===== src/rtl/bfha_pkg.sv =====
// Shared types and constants of the best-fit heap allocator.
`default_nettype none
package bfha_pkg;

   localparam int MAX_FREE_BLOCKS_DEFAULT = 16;
   localparam logic [31:0] HEAP_TOP_RESET = 32'd65536;
   localparam logic [31:0] HDR_BYTES = 32'd4;
   localparam logic [31:0] DESC_BYTES = 32'd8;

   localparam logic [1:0] ST_OK = 2'd0;
   localparam logic [1:0] ST_NO_FIT = 2'd1;
   localparam logic [1:0] ST_BAD_FREE = 2'd2;
   localparam logic [1:0] ST_FULL = 2'd3;

   localparam logic [0:0] CSR_HEAP_BASE = 1'd0;
   localparam logic [0:0] CSR_HEAP_TOP = 1'd1;

   typedef struct packed {
      logic [31:0] start;
      logic [31:0] len;
   } entry_type;

   typedef enum logic [2:0] {
      CELL_HOLD,
      CELL_ROT,
      CELL_SETLEN,
      CELL_SET,
      CELL_REMOVE,
      CELL_INSERT
   } cell_op_type;

   typedef struct packed {
      cell_op_type op;
      entry_type   data;
   } cell_cmd_type;

endpackage
`default_nettype wire


===== src/rtl/bfha_cell.sv =====
// One slot of the free-block table, linked to its two neighbours.
`default_nettype none
module bfha_cell #(
   parameter int IW = 4,
   parameter int INDEX = 0,
   parameter bit LAST = 1'b0
) (
   input  wire logic                  clock,
   input  wire logic                  reset,
   input  wire bfha_pkg::cell_cmd_type cmd,
   input  wire logic [IW-1:0]         cmd_k,
   input  wire bfha_pkg::entry_type   left_in,
   input  wire bfha_pkg::entry_type   right_in,
   output bfha_pkg::entry_type        entry_out
);

   localparam logic [IW-1:0] IDX = IW'(INDEX);

   bfha_pkg::entry_type entry_ff, entry_in;

   always_comb begin
      entry_in = entry_ff;
      unique case (cmd.op)
         bfha_pkg::CELL_ROT: entry_in = right_in;
         bfha_pkg::CELL_SETLEN: begin
            if (IDX == cmd_k) entry_in.len = cmd.data.len;
         end
         bfha_pkg::CELL_SET: begin
            if (IDX == cmd_k) entry_in = cmd.data;
         end
         bfha_pkg::CELL_REMOVE: begin
            if (IDX >= cmd_k && !LAST) entry_in = right_in;
         end
         bfha_pkg::CELL_INSERT: begin
            if (IDX > cmd_k) entry_in = left_in;
            else if (IDX == cmd_k) entry_in = cmd.data;
         end
         default: entry_in = entry_ff;
      endcase
   end

   always_ff @(posedge clock) begin
      if (reset) begin
         entry_ff.start <= '0;
         entry_ff.len <= (INDEX == 0) ? bfha_pkg::HEAP_TOP_RESET : 32'd0;
      end else begin
         entry_ff <= entry_in;
      end
   end

   assign entry_out = entry_ff;

endmodule
`default_nettype wire


===== config.mk =====
export PLATFORM = sky130hd
export DESIGN_NAME = bfha_cell
export DESIGN_NICKNAME = d
export VERILOG_FILES = /design/src/rtl/bfha_pkg.sv /design/src/rtl/bfha_cell.sv
export SDC_FILE = /design/constraint.sdc
export NUM_CORES = 1
export LEC_CHECK = 0
export ABC_AREA = 1
export BUFFER_PORTS_ARGS = -buffer_cell sky130_fd_sc_hd__buf_4
export CORE_AREA = 2 2 102 104
export CTS_BUF_LIST = sky130_fd_sc_hd__clkbuf_8
export CTS_CLUSTER_DIAMETER = 120
export CTS_CLUSTER_SIZE = 30
export DETAILED_ROUTE_END_ITERATION = 6
export DIE_AREA = 0 0 104 106
export PLACE_DENSITY_LB_ADDON = 0.08
export SYNTH_ARGS = -nofsm -noshare
export SYNTH_HDL_FRONTEND = slang
export SYNTH_SLANG_ARGS = --single-unit

===== constraint.sdc =====
create_clock -name clock -period 1.8 [get_ports clock]
set_clock_uncertainty 0.15 [all_clocks]
set_input_delay 0.36 -clock clock [delete_from_list [all_inputs] [get_ports clock]]
set_output_delay 0.36 -clock clock [all_outputs]
set_load 0.05 [all_outputs]

======== Word-level counts from Yosys, hierarchy flattened ========
Cells that the tools add are included.
word-level totals
  output and inout port bits .............. 64
  memory bits (writable) .................. 0
  memory bits (read-only) ................. 0
  word-level logic and storage cells ...... 22
  input bits .............................. 201
  memories kept ........................... 0
  bits in registers ....................... 64
  bits in latches ......................... 0
operators by class
  divide/modulo/power cells ............... 0
  shift-type cells ........................ 0
  muxes and demuxes ....................... 6
  bitwise gates (word level) .............. 0
  $lt $le $gt $ge ......................... 2
  equality and inequality tests ........... 7
  multipliers ............................. 0
  add/sub/neg operators ................... 0
  reductions and logical operators ........ 5
operators by type and width
  operator              count
  $mux W64              3
  $pmux W32 S5          1
  $pmux W32 S4          1
  $mux W32              1
  $eq A3 B2 Y1 const B  2
  $eq A3 B3 Y1 const B  2
  $reduce_bool A5 Y1    1
  $ge A1 B4 Y1 const A  1
  $gt A1 B4 Y1 const A  1
  $logic_not A4 Y1      1
  $ne A2 B2 Y1 const B  2
  $reduce_bool A4 Y1    1
  $eq A3 B1 Y1 const B  1
  $reduce_and A3 Y1     1
  $reduce_and A2 Y1     1

======== Logic depth before layout (Yosys ltp) ========
Gate-level depths: netlist of the first run.
  depth after elaboration ................. 4
  gate-level depth with buffers ........... 10
  gate-level depth less buffers ........... 9

======== Worst setup path after synthesis of the first run ========
OpenSTA, ideal clock, no wires.
  kind .................................... input port to flip-flop
  start point ............................. in cmd[65] in the netlist's numbering
  end point ............................... reg entry_ff (netlist bit entry_out[0])
  slack ................................... 0.172 ns
  required time ........................... 1.580 ns
  path buffers ............................ 1
  library setup time ...................... 0.070 ns
  stages .................................. 8
  arrival time ............................ 1.407 ns
  path through ............................ nor2_1 > nor3_4 > nor2_1 > clkbuf_1 > nand2_1 > nand2_1 > nand2_1 > a21oi_1
on the way
  longest elaborated chain between the ends .. 3
  elaborated cells between the ends (all ways) .. 10
  classes of those cells .................. eq/ne (7); mux (1); reduce/logical (2)
RTL lines
  what                                                                 line             RTL
  from (decl)                                                          bfha_cell.sv:10  input wire bfha_pkg::cell_cmd_type cmd,
  $eq A3 B3 Y1 (tied with other cells)                                 bfha_cell.sv:23  unique case (cmd.op)
  $reduce_bool A5 Y1 (no source line) or $ne A2 B2 Y1 (tied branches)  -
  $reduce_and A3 Y1 (no source line)                                   -
  to (signal assigned)                                                 bfha_cell.sv:47  entry_ff <= entry_in;
  to (decl)                                                            bfha_cell.sv:19  bfha_pkg::entry_type entry_ff, entry_in;
Parallel ways exist; a longest one is shown, timed or not.
A chain may end at the register's enable or synchronous reset.

======== Worst setup path after layout of the first run ========
  start point ............................. in cmd_k[1]
  end point ............................... reg entry_ff (netlist bit entry_out[51])
on the way
  longest elaborated chain between the ends .. 4
  elaborated cells between the ends (all ways) .. 8
  classes of those cells .................. order compare (2); eq/ne (1); mux (3); reduce/logical (2)
RTL lines
  what                                                                  line             RTL
  from (decl)                                                           bfha_cell.sv:11  input wire logic [IW-1:0] cmd_k,
  parallel branches: the longest is 4 deep, another holds $gt A1 B4 Y1  -
Several ways; the timed one is not identified.

==> impl_metrics.ini, run 1 <==
[drt]
drt_wl_total_mm = 9.57
via_count = 3709
met1_length_mm = 4.03
antenna_left = 0
firstDrtPassIters = 4
avgRoutedWirePerCell_um = 10.9
dr.first_iter.drc_count = 153
avgViaCountPerCell = 4.22
drc = 0
wl_met3_um = 874
met2_length_mm = 4.55
highest_layer = met4

[place]
port_buffers = 200
place_congestion = 0.771
dpl.hpwl_mm = 7.51

[cells_and_area]
final_common_cell = nand2_1
final_util_pct = 51.9
most-common-layout-cells = 230 x nand2_1, 211 x buf_4, 73 x inv_1, 69 x nor2_1, 64 x dfxtp_1
nNetsFinal = 939
num_antenna_cells = 0
drive_gt1_share_pct = 32.3
synthToLayoutAreaGrowth_pct = 60.9
largest_register_ffs = 64

[hold_path]
whs_path_depth = 5
hold_path_class = primary input to flip-flop

[critical_path]
cp_max_fo = 11
crit_start = cmd_k[1]
start_kind = primary input
crit_path_end_kind = flip-flop
r2r_end = entry_out[34]$_SDFFE_PP0P_
r2r-start = entry_out[34]$_SDFFE_PP0P_
worst_ep_required_time_ps = 1870
endpoint = entry_out[51]$_SDFFE_PP0P_
r2r_slack_ps = 990
cp_data_arrival_time_ps = 1550
reg2reg_depth = 4
crit_type = primary input to flip-flop

[power]
power_density_nw_per_um2 = 786
p_leak_uw = 0.00279
p_total_uw = 4080
ir_drop_mv = 0.389

[yosys]
ys_ff_latch = 64
seq_area_frac_synth_pct = 39.8
synth_area_per_cell_um2 = 5.98
netlist_area_um2 = 3220
syn-num-nets = 740
ys_warn_count = 0
netlist_instances = 539
synth_cell_types = 16

[clock_network]
clk_latency_ps = 320
cts_hold_buf = 0
clk_pin_slew_worst_paths_ps = 70
cts_setup_buffers = 0
h-tree-depth = 3
cts_sinks = 64
cts_root_buffer = clkbuf_8
cts_tree = yes
cts_buffers = 9
clockBufferDepth = 2
postCtsResizedCells = 0

[global_routing]
grt_pass1_wl_mm = 16.2
grt_max_degree = 33
grt_pass1_vias = 3675
antenna_found_initial = 0
track_usage_pct = 17.6
grt_overflow_total = 0

[timing]
fin_crit_ps = 1470
max_slew_margin_pct = 77.7
timing.final.max_slew_violations = 0
fin_crit_sh_pct = 81.8
rsz0062_at_grt = no
whs_ps = 201
clock.fmax_ghz = 0.679
hold_violations = 0
setup_viol = 0
tightest_slew_ps = 335

[die]
io_pins = 265
initial_core_util_pct = 32.2
dieArea_um2 = 11000
rows = 37
die_h_um = 106
core_um2 = 10000
die_w_um = 104

[outcome]
status = completed

[job]
maxCapViolations = 0
[cell families (layout without fill, tap and decap cells)]
logic type	after synthesis	in the layout	synth area share [%]
buffers and inverters	104	307	12.5
DFF	64	64	39.8
and+or+nand+nor	304	304	35.9
AOI/OAI and AO/OA	67	67	11.8
[per-stage QoR]
step / area, um^2 / std cells / setup slack [ps] / TNS [ps]
6_report: 5190 / 878 / 327 / 0
5_1_grt: 5190 / 878 / 174 / 0
4_1_cts: 5190 / 878 / 318 / 0
3_5_place_dp: 5000 / 863 / -27.9 / -209
3_3_place_gp: 5000 / 863 / -12.7 / -117
2_1_floorplan: 3220 / 539 / 172 / 0
[worst max-delay path: stages]
cell	delay [ps]
buf_4	110
inv_1	40
nand2_1	50
nor2_2	180
buf_4	160
nor2_1	40
nor2_1	150
inv_1	110
buf_4	190
nor2_1	110
nor2_1	50
[synth_stat cells]
master,count,share of area [%]
o21ai_2,1,0.27
nand3_1,2,0.31
o21ai_0,1,0.16
inv_2,2,0.23
nor2_1,70,8.2
nor2_2,1,0.19
o21ai_1,2,0.31
buf_2,11,1.7
o22ai_1,32,6.2
nor3_4,1,0.50
clkbuf_1,16,1.9
a21oi_1,31,4.8
dfxtp_1,64,40
buf_1,3,0.35
inv_1,72,8.4
nand2_1,230,27
[how the worst min path moves through the flow]
stage,startpoint,endpoint
2_1_floorplan,reset,entry_out[24]$_SDFFE_PP0P_
3_5_place_dp,entry_out[31]$_SDFFE_PP0P_,entry_out[31]$_SDFFE_PP0P_
6_report,cmd[37],entry_out[37]$_SDFFE_PP0P_
4_1_cts,cmd[16],entry_out[16]$_SDFFE_PP1P_
3_3_place_gp,entry_out[17]$_SDFFE_PP0P_,entry_out[17]$_SDFFE_PP0P_
5_1_grt,cmd[61],entry_out[61]$_SDFFE_PP0P_
[layout make-up]
type | count | area (um^2)
repair buffers | 218 | 1720
clock inverters | 5 | 48.8
clock buffers | 10 | 138
multi-input cells | 371 | 1550
fillers | 1061 | 4810
well taps | 136 | 170
flip-flops and latches | 64 | 1280
inverters | 74 | 278
[per-layer routing]
metal / GRT usage (%) / vias up
li1: - / 2022
met1: 19.3 / 1547
met2: 31.9 / 132
met3: 6.38 / 8
met4: 5.31 / 0
met5: 0 / -
[power by group]
| group | internal, uW | switching [uW] |
|---|---|---|
| clock | 658 | 517 |
| sequential | 1530 | 54.3 |
| combinational | 538 | 785 |
| total | 2720 | 1360 |
No activity file was read; power rests on OpenSTA's default activity.
==> run 2: changes to the inputs <==
--- a/config.mk
+++ b/config.mk
@@ -5,7 +5,7 @@
 export SDC_FILE = /design/constraint.sdc
 export NUM_CORES = 1
 export LEC_CHECK = 0
-export ABC_AREA = 1
+export ABC_AREA = 0
 export BUFFER_PORTS_ARGS = -buffer_cell sky130_fd_sc_hd__buf_4
 export CORE_AREA = 2 2 102 104
 export CTS_BUF_LIST = sky130_fd_sc_hd__clkbuf_8
==> constraint.sdc (replaced) <==
create_clock -name clock -period 1.23 [get_ports clock]
set_clock_uncertainty 0.15 [all_clocks]
set_input_delay 0.246 -clock clock [delete_from_list [all_inputs] [get_ports clock]]
set_output_delay 0.246 -clock clock [all_outputs]
set_load 0.05 [all_outputs]
==> run 2 against run 1 <==
Against the previous run:
- the run now ends with setup timing left
- count of clock-buffer cells in the layout did not move
- synthesized cell count decreased by 42%
- global-route usage increased by 2.9 points
- via count down 7.0%
- sequential power up 47%
- first-iteration DRC count decreased by 32%
- critical path depth fell by 5
- worst hold slack lost 150 ps
- combinational power is 38% higher
- clock power rose by 52%
- register-to-register slack got worse by 840 ps
- highest routed layer unchanged
==> impl_metrics.ini, run 2 <==
[outcome]
status = complete, but fails checks
violations = setup timing

[clock_network]
clk_pin_slew_worst_paths_ps = 70
cts_buffers = 9
cts_sinks = 64
cts_tree = yes
h-tree-depth = 3
clk_latency_ps = 330
cts_root_buffer = clkbuf_8
clockBufferDepth = 2

[cells_and_area]
instances_no_fill = 712
most-common-layout-cells = 153 x buf_4, 62 x dfxtp_2, 59 x buf_8, 32 x dlygate4sd3_1
largest_register_ffs = 64
drive_gt1_share_pct = 69.6
final_util_pct = 65.6
num_antenna_cells = 0
final_common_cell = buf_4
synthToLayoutAreaGrowth_pct = 111
nNetsFinal = 773

[power]
ir_drop_mv = 0.599
p_total_uw = 5920
power_density_nw_per_um2 = 902
p_leak_uw = 0.00277

[critical_path]
crit_type = primary input to flip-flop
slowest_delay_ps = 560
crit_path_end_kind = flip-flop
start_kind = primary input
cp_max_fo = 11
cp_data_arrival_time_ps = 1720
worst_ep_required_time_ps = 1280
crit_chain = buf_6 > or4_4 > or3_4 > clkbuf_16 > a21oi_2 > a2111oi_2
critPathSlowestCell = or4_4

[timing]
timing.final.max_slew_violations = 0
whs_ps = 51.9
fin_crit_sh_pct = 136
setup_viol = 68
rsz0062_at_grt = yes
fin_crit_ps = 1670
max_slew_margin_pct = 66.7
tightest_slew_ps = 498
clock.fmax_ghz = 0.599
hold_violations = 0
setup_ws_ps = -440

[drt]
firstDrtPassIters = 5
antenna_left = 0
drc = 0
drt_wl_total_mm = 11.8
via_count = 3451
avgViaCountPerCell = 4.85
avgRoutedWirePerCell_um = 16.6
dr.first_iter.drc_count = 104

[hold_path]
hold_path_class = primary input to flip-flop

[yosys]
seq_area_frac_synth_pct = 41.3
synth_enable_flop_cells = 0
ys.flop_type = dfxtp_1
synthTopCellsByArea = dfxtp_1 41%, a221o_1 10%, a2111oi_2 9.7%
synthArstFlopShare_pct = 0
netlist_instances = 311
yosysMostFrequentCell = dfxtp_1
yosys.area.top_type = dfxtp_1
syn-num-nets = 512
ys_warn_count = 0
synth_top_cell_area_share_pct = 41.3
netlist_area_um2 = 3100
synth_area_per_cell_um2 = 9.97
ys_ff_latch = 64
synth_common_cells = 64 x dfxtp_1, 36 x nor2_1, 31 x a221o_1, 31 x and2_1, 27 x a21oi_2
synth_cell_types = 35

[die]
die_h_um = 106
die_w_um = 104
rows = 37
dieArea_um2 = 11000
io_pins = 265
initial_core_util_pct = 31.0
core_um2 = 10000

[global_routing]
grt_max_degree = 32
grt_pass1_vias = 3750
grt_overflow_total = 0
track_usage_pct = 20.5
antenna_found_initial = 0
grt_pass1_wl_mm = 18.1

[place]
port_buffers = 200
place_congestion = 0.744
place_ws_ps = -826
numPlacedInstances = 645
dpl.hpwl_mm = 7.24

[job]
maxCapViolations = 0
run 2: area by class of cell:
class                      count  area [um^2]
fill                         819         3440
clock inverter                 5         48.8
tap                          136          170
multi-input combinational    199         1890
inverter                      24         90.1
timing repair buffer         274         2860
sequential                    64         1360
clock buffer                  10          138
run 2: critical path, delay by kind of cell:
kind	cells	cell delay (ps)
AOI/OAI and AO/OA	2	200
buffers and inverters	2	300
and+or+nand+nor	2	960
run 2: worst paths after layout:
kind                                                   end  slack [ps]                        from  cells after the start
worst max-delay path            entry_out[34]$_SDFFE_PP0P_        -440                    cmd_k[3]                      6
worst max register to register  entry_out[55]$_SDFFE_PP0P_         150  entry_out[55]$_SDFFE_PP0P_                      3
worst min register to register  entry_out[38]$_SDFFE_PP0P_         330  entry_out[38]$_SDFFE_PP0P_                      2
worst min-delay path            entry_out[37]$_SDFFE_PP0P_          50                right_in[37]                      3
run 2: report_power, final:
group / leakage [uW] / internal (uW) / switching, uW
logic: 0.00212 / 965 / 856
clock network: 0.000103 / 963 / 815
registers: 0.000550 / 2210 / 103
run 2: cell families after synthesis:
group           share of synthesized area [%]
compound gates                           32.0
flops                                    41.3
simple gates                             18.7
buf+inv                                  7.99
run 2: what timing repair did:
action	in CTS	in global routing
setup buffers	6	4
gates resized for setup	189	50
gates cloned	6	4
endpoints found under the hold margin	32	0
pin swaps	36	15
hold buffers	32	0
endpoints found under the setup margin	128	128
run 2: per-stage QoR:
step / TNS (ps) / cell area, um^2
5_1_grt: -25710 / 6560
2_1_floorplan: -37300 / 3170
3_3_place_gp: -45840 / 4940
4_1_cts: -22230 / 6210
3_5_place_dp: -46590 / 4940
6_report: -22520 / 6560
run 2: layer usage:
layer / share of wire (%) / vias up / track usage [%]
met4: 1.6 / 0 / 6.18
met3: 7.5 / 14 / 6.68
met2: 51 / 136 / 37.5
li1: - / 1672 / -
met1: 39 / 1629 / 22.6
met5: 0 / - / 0
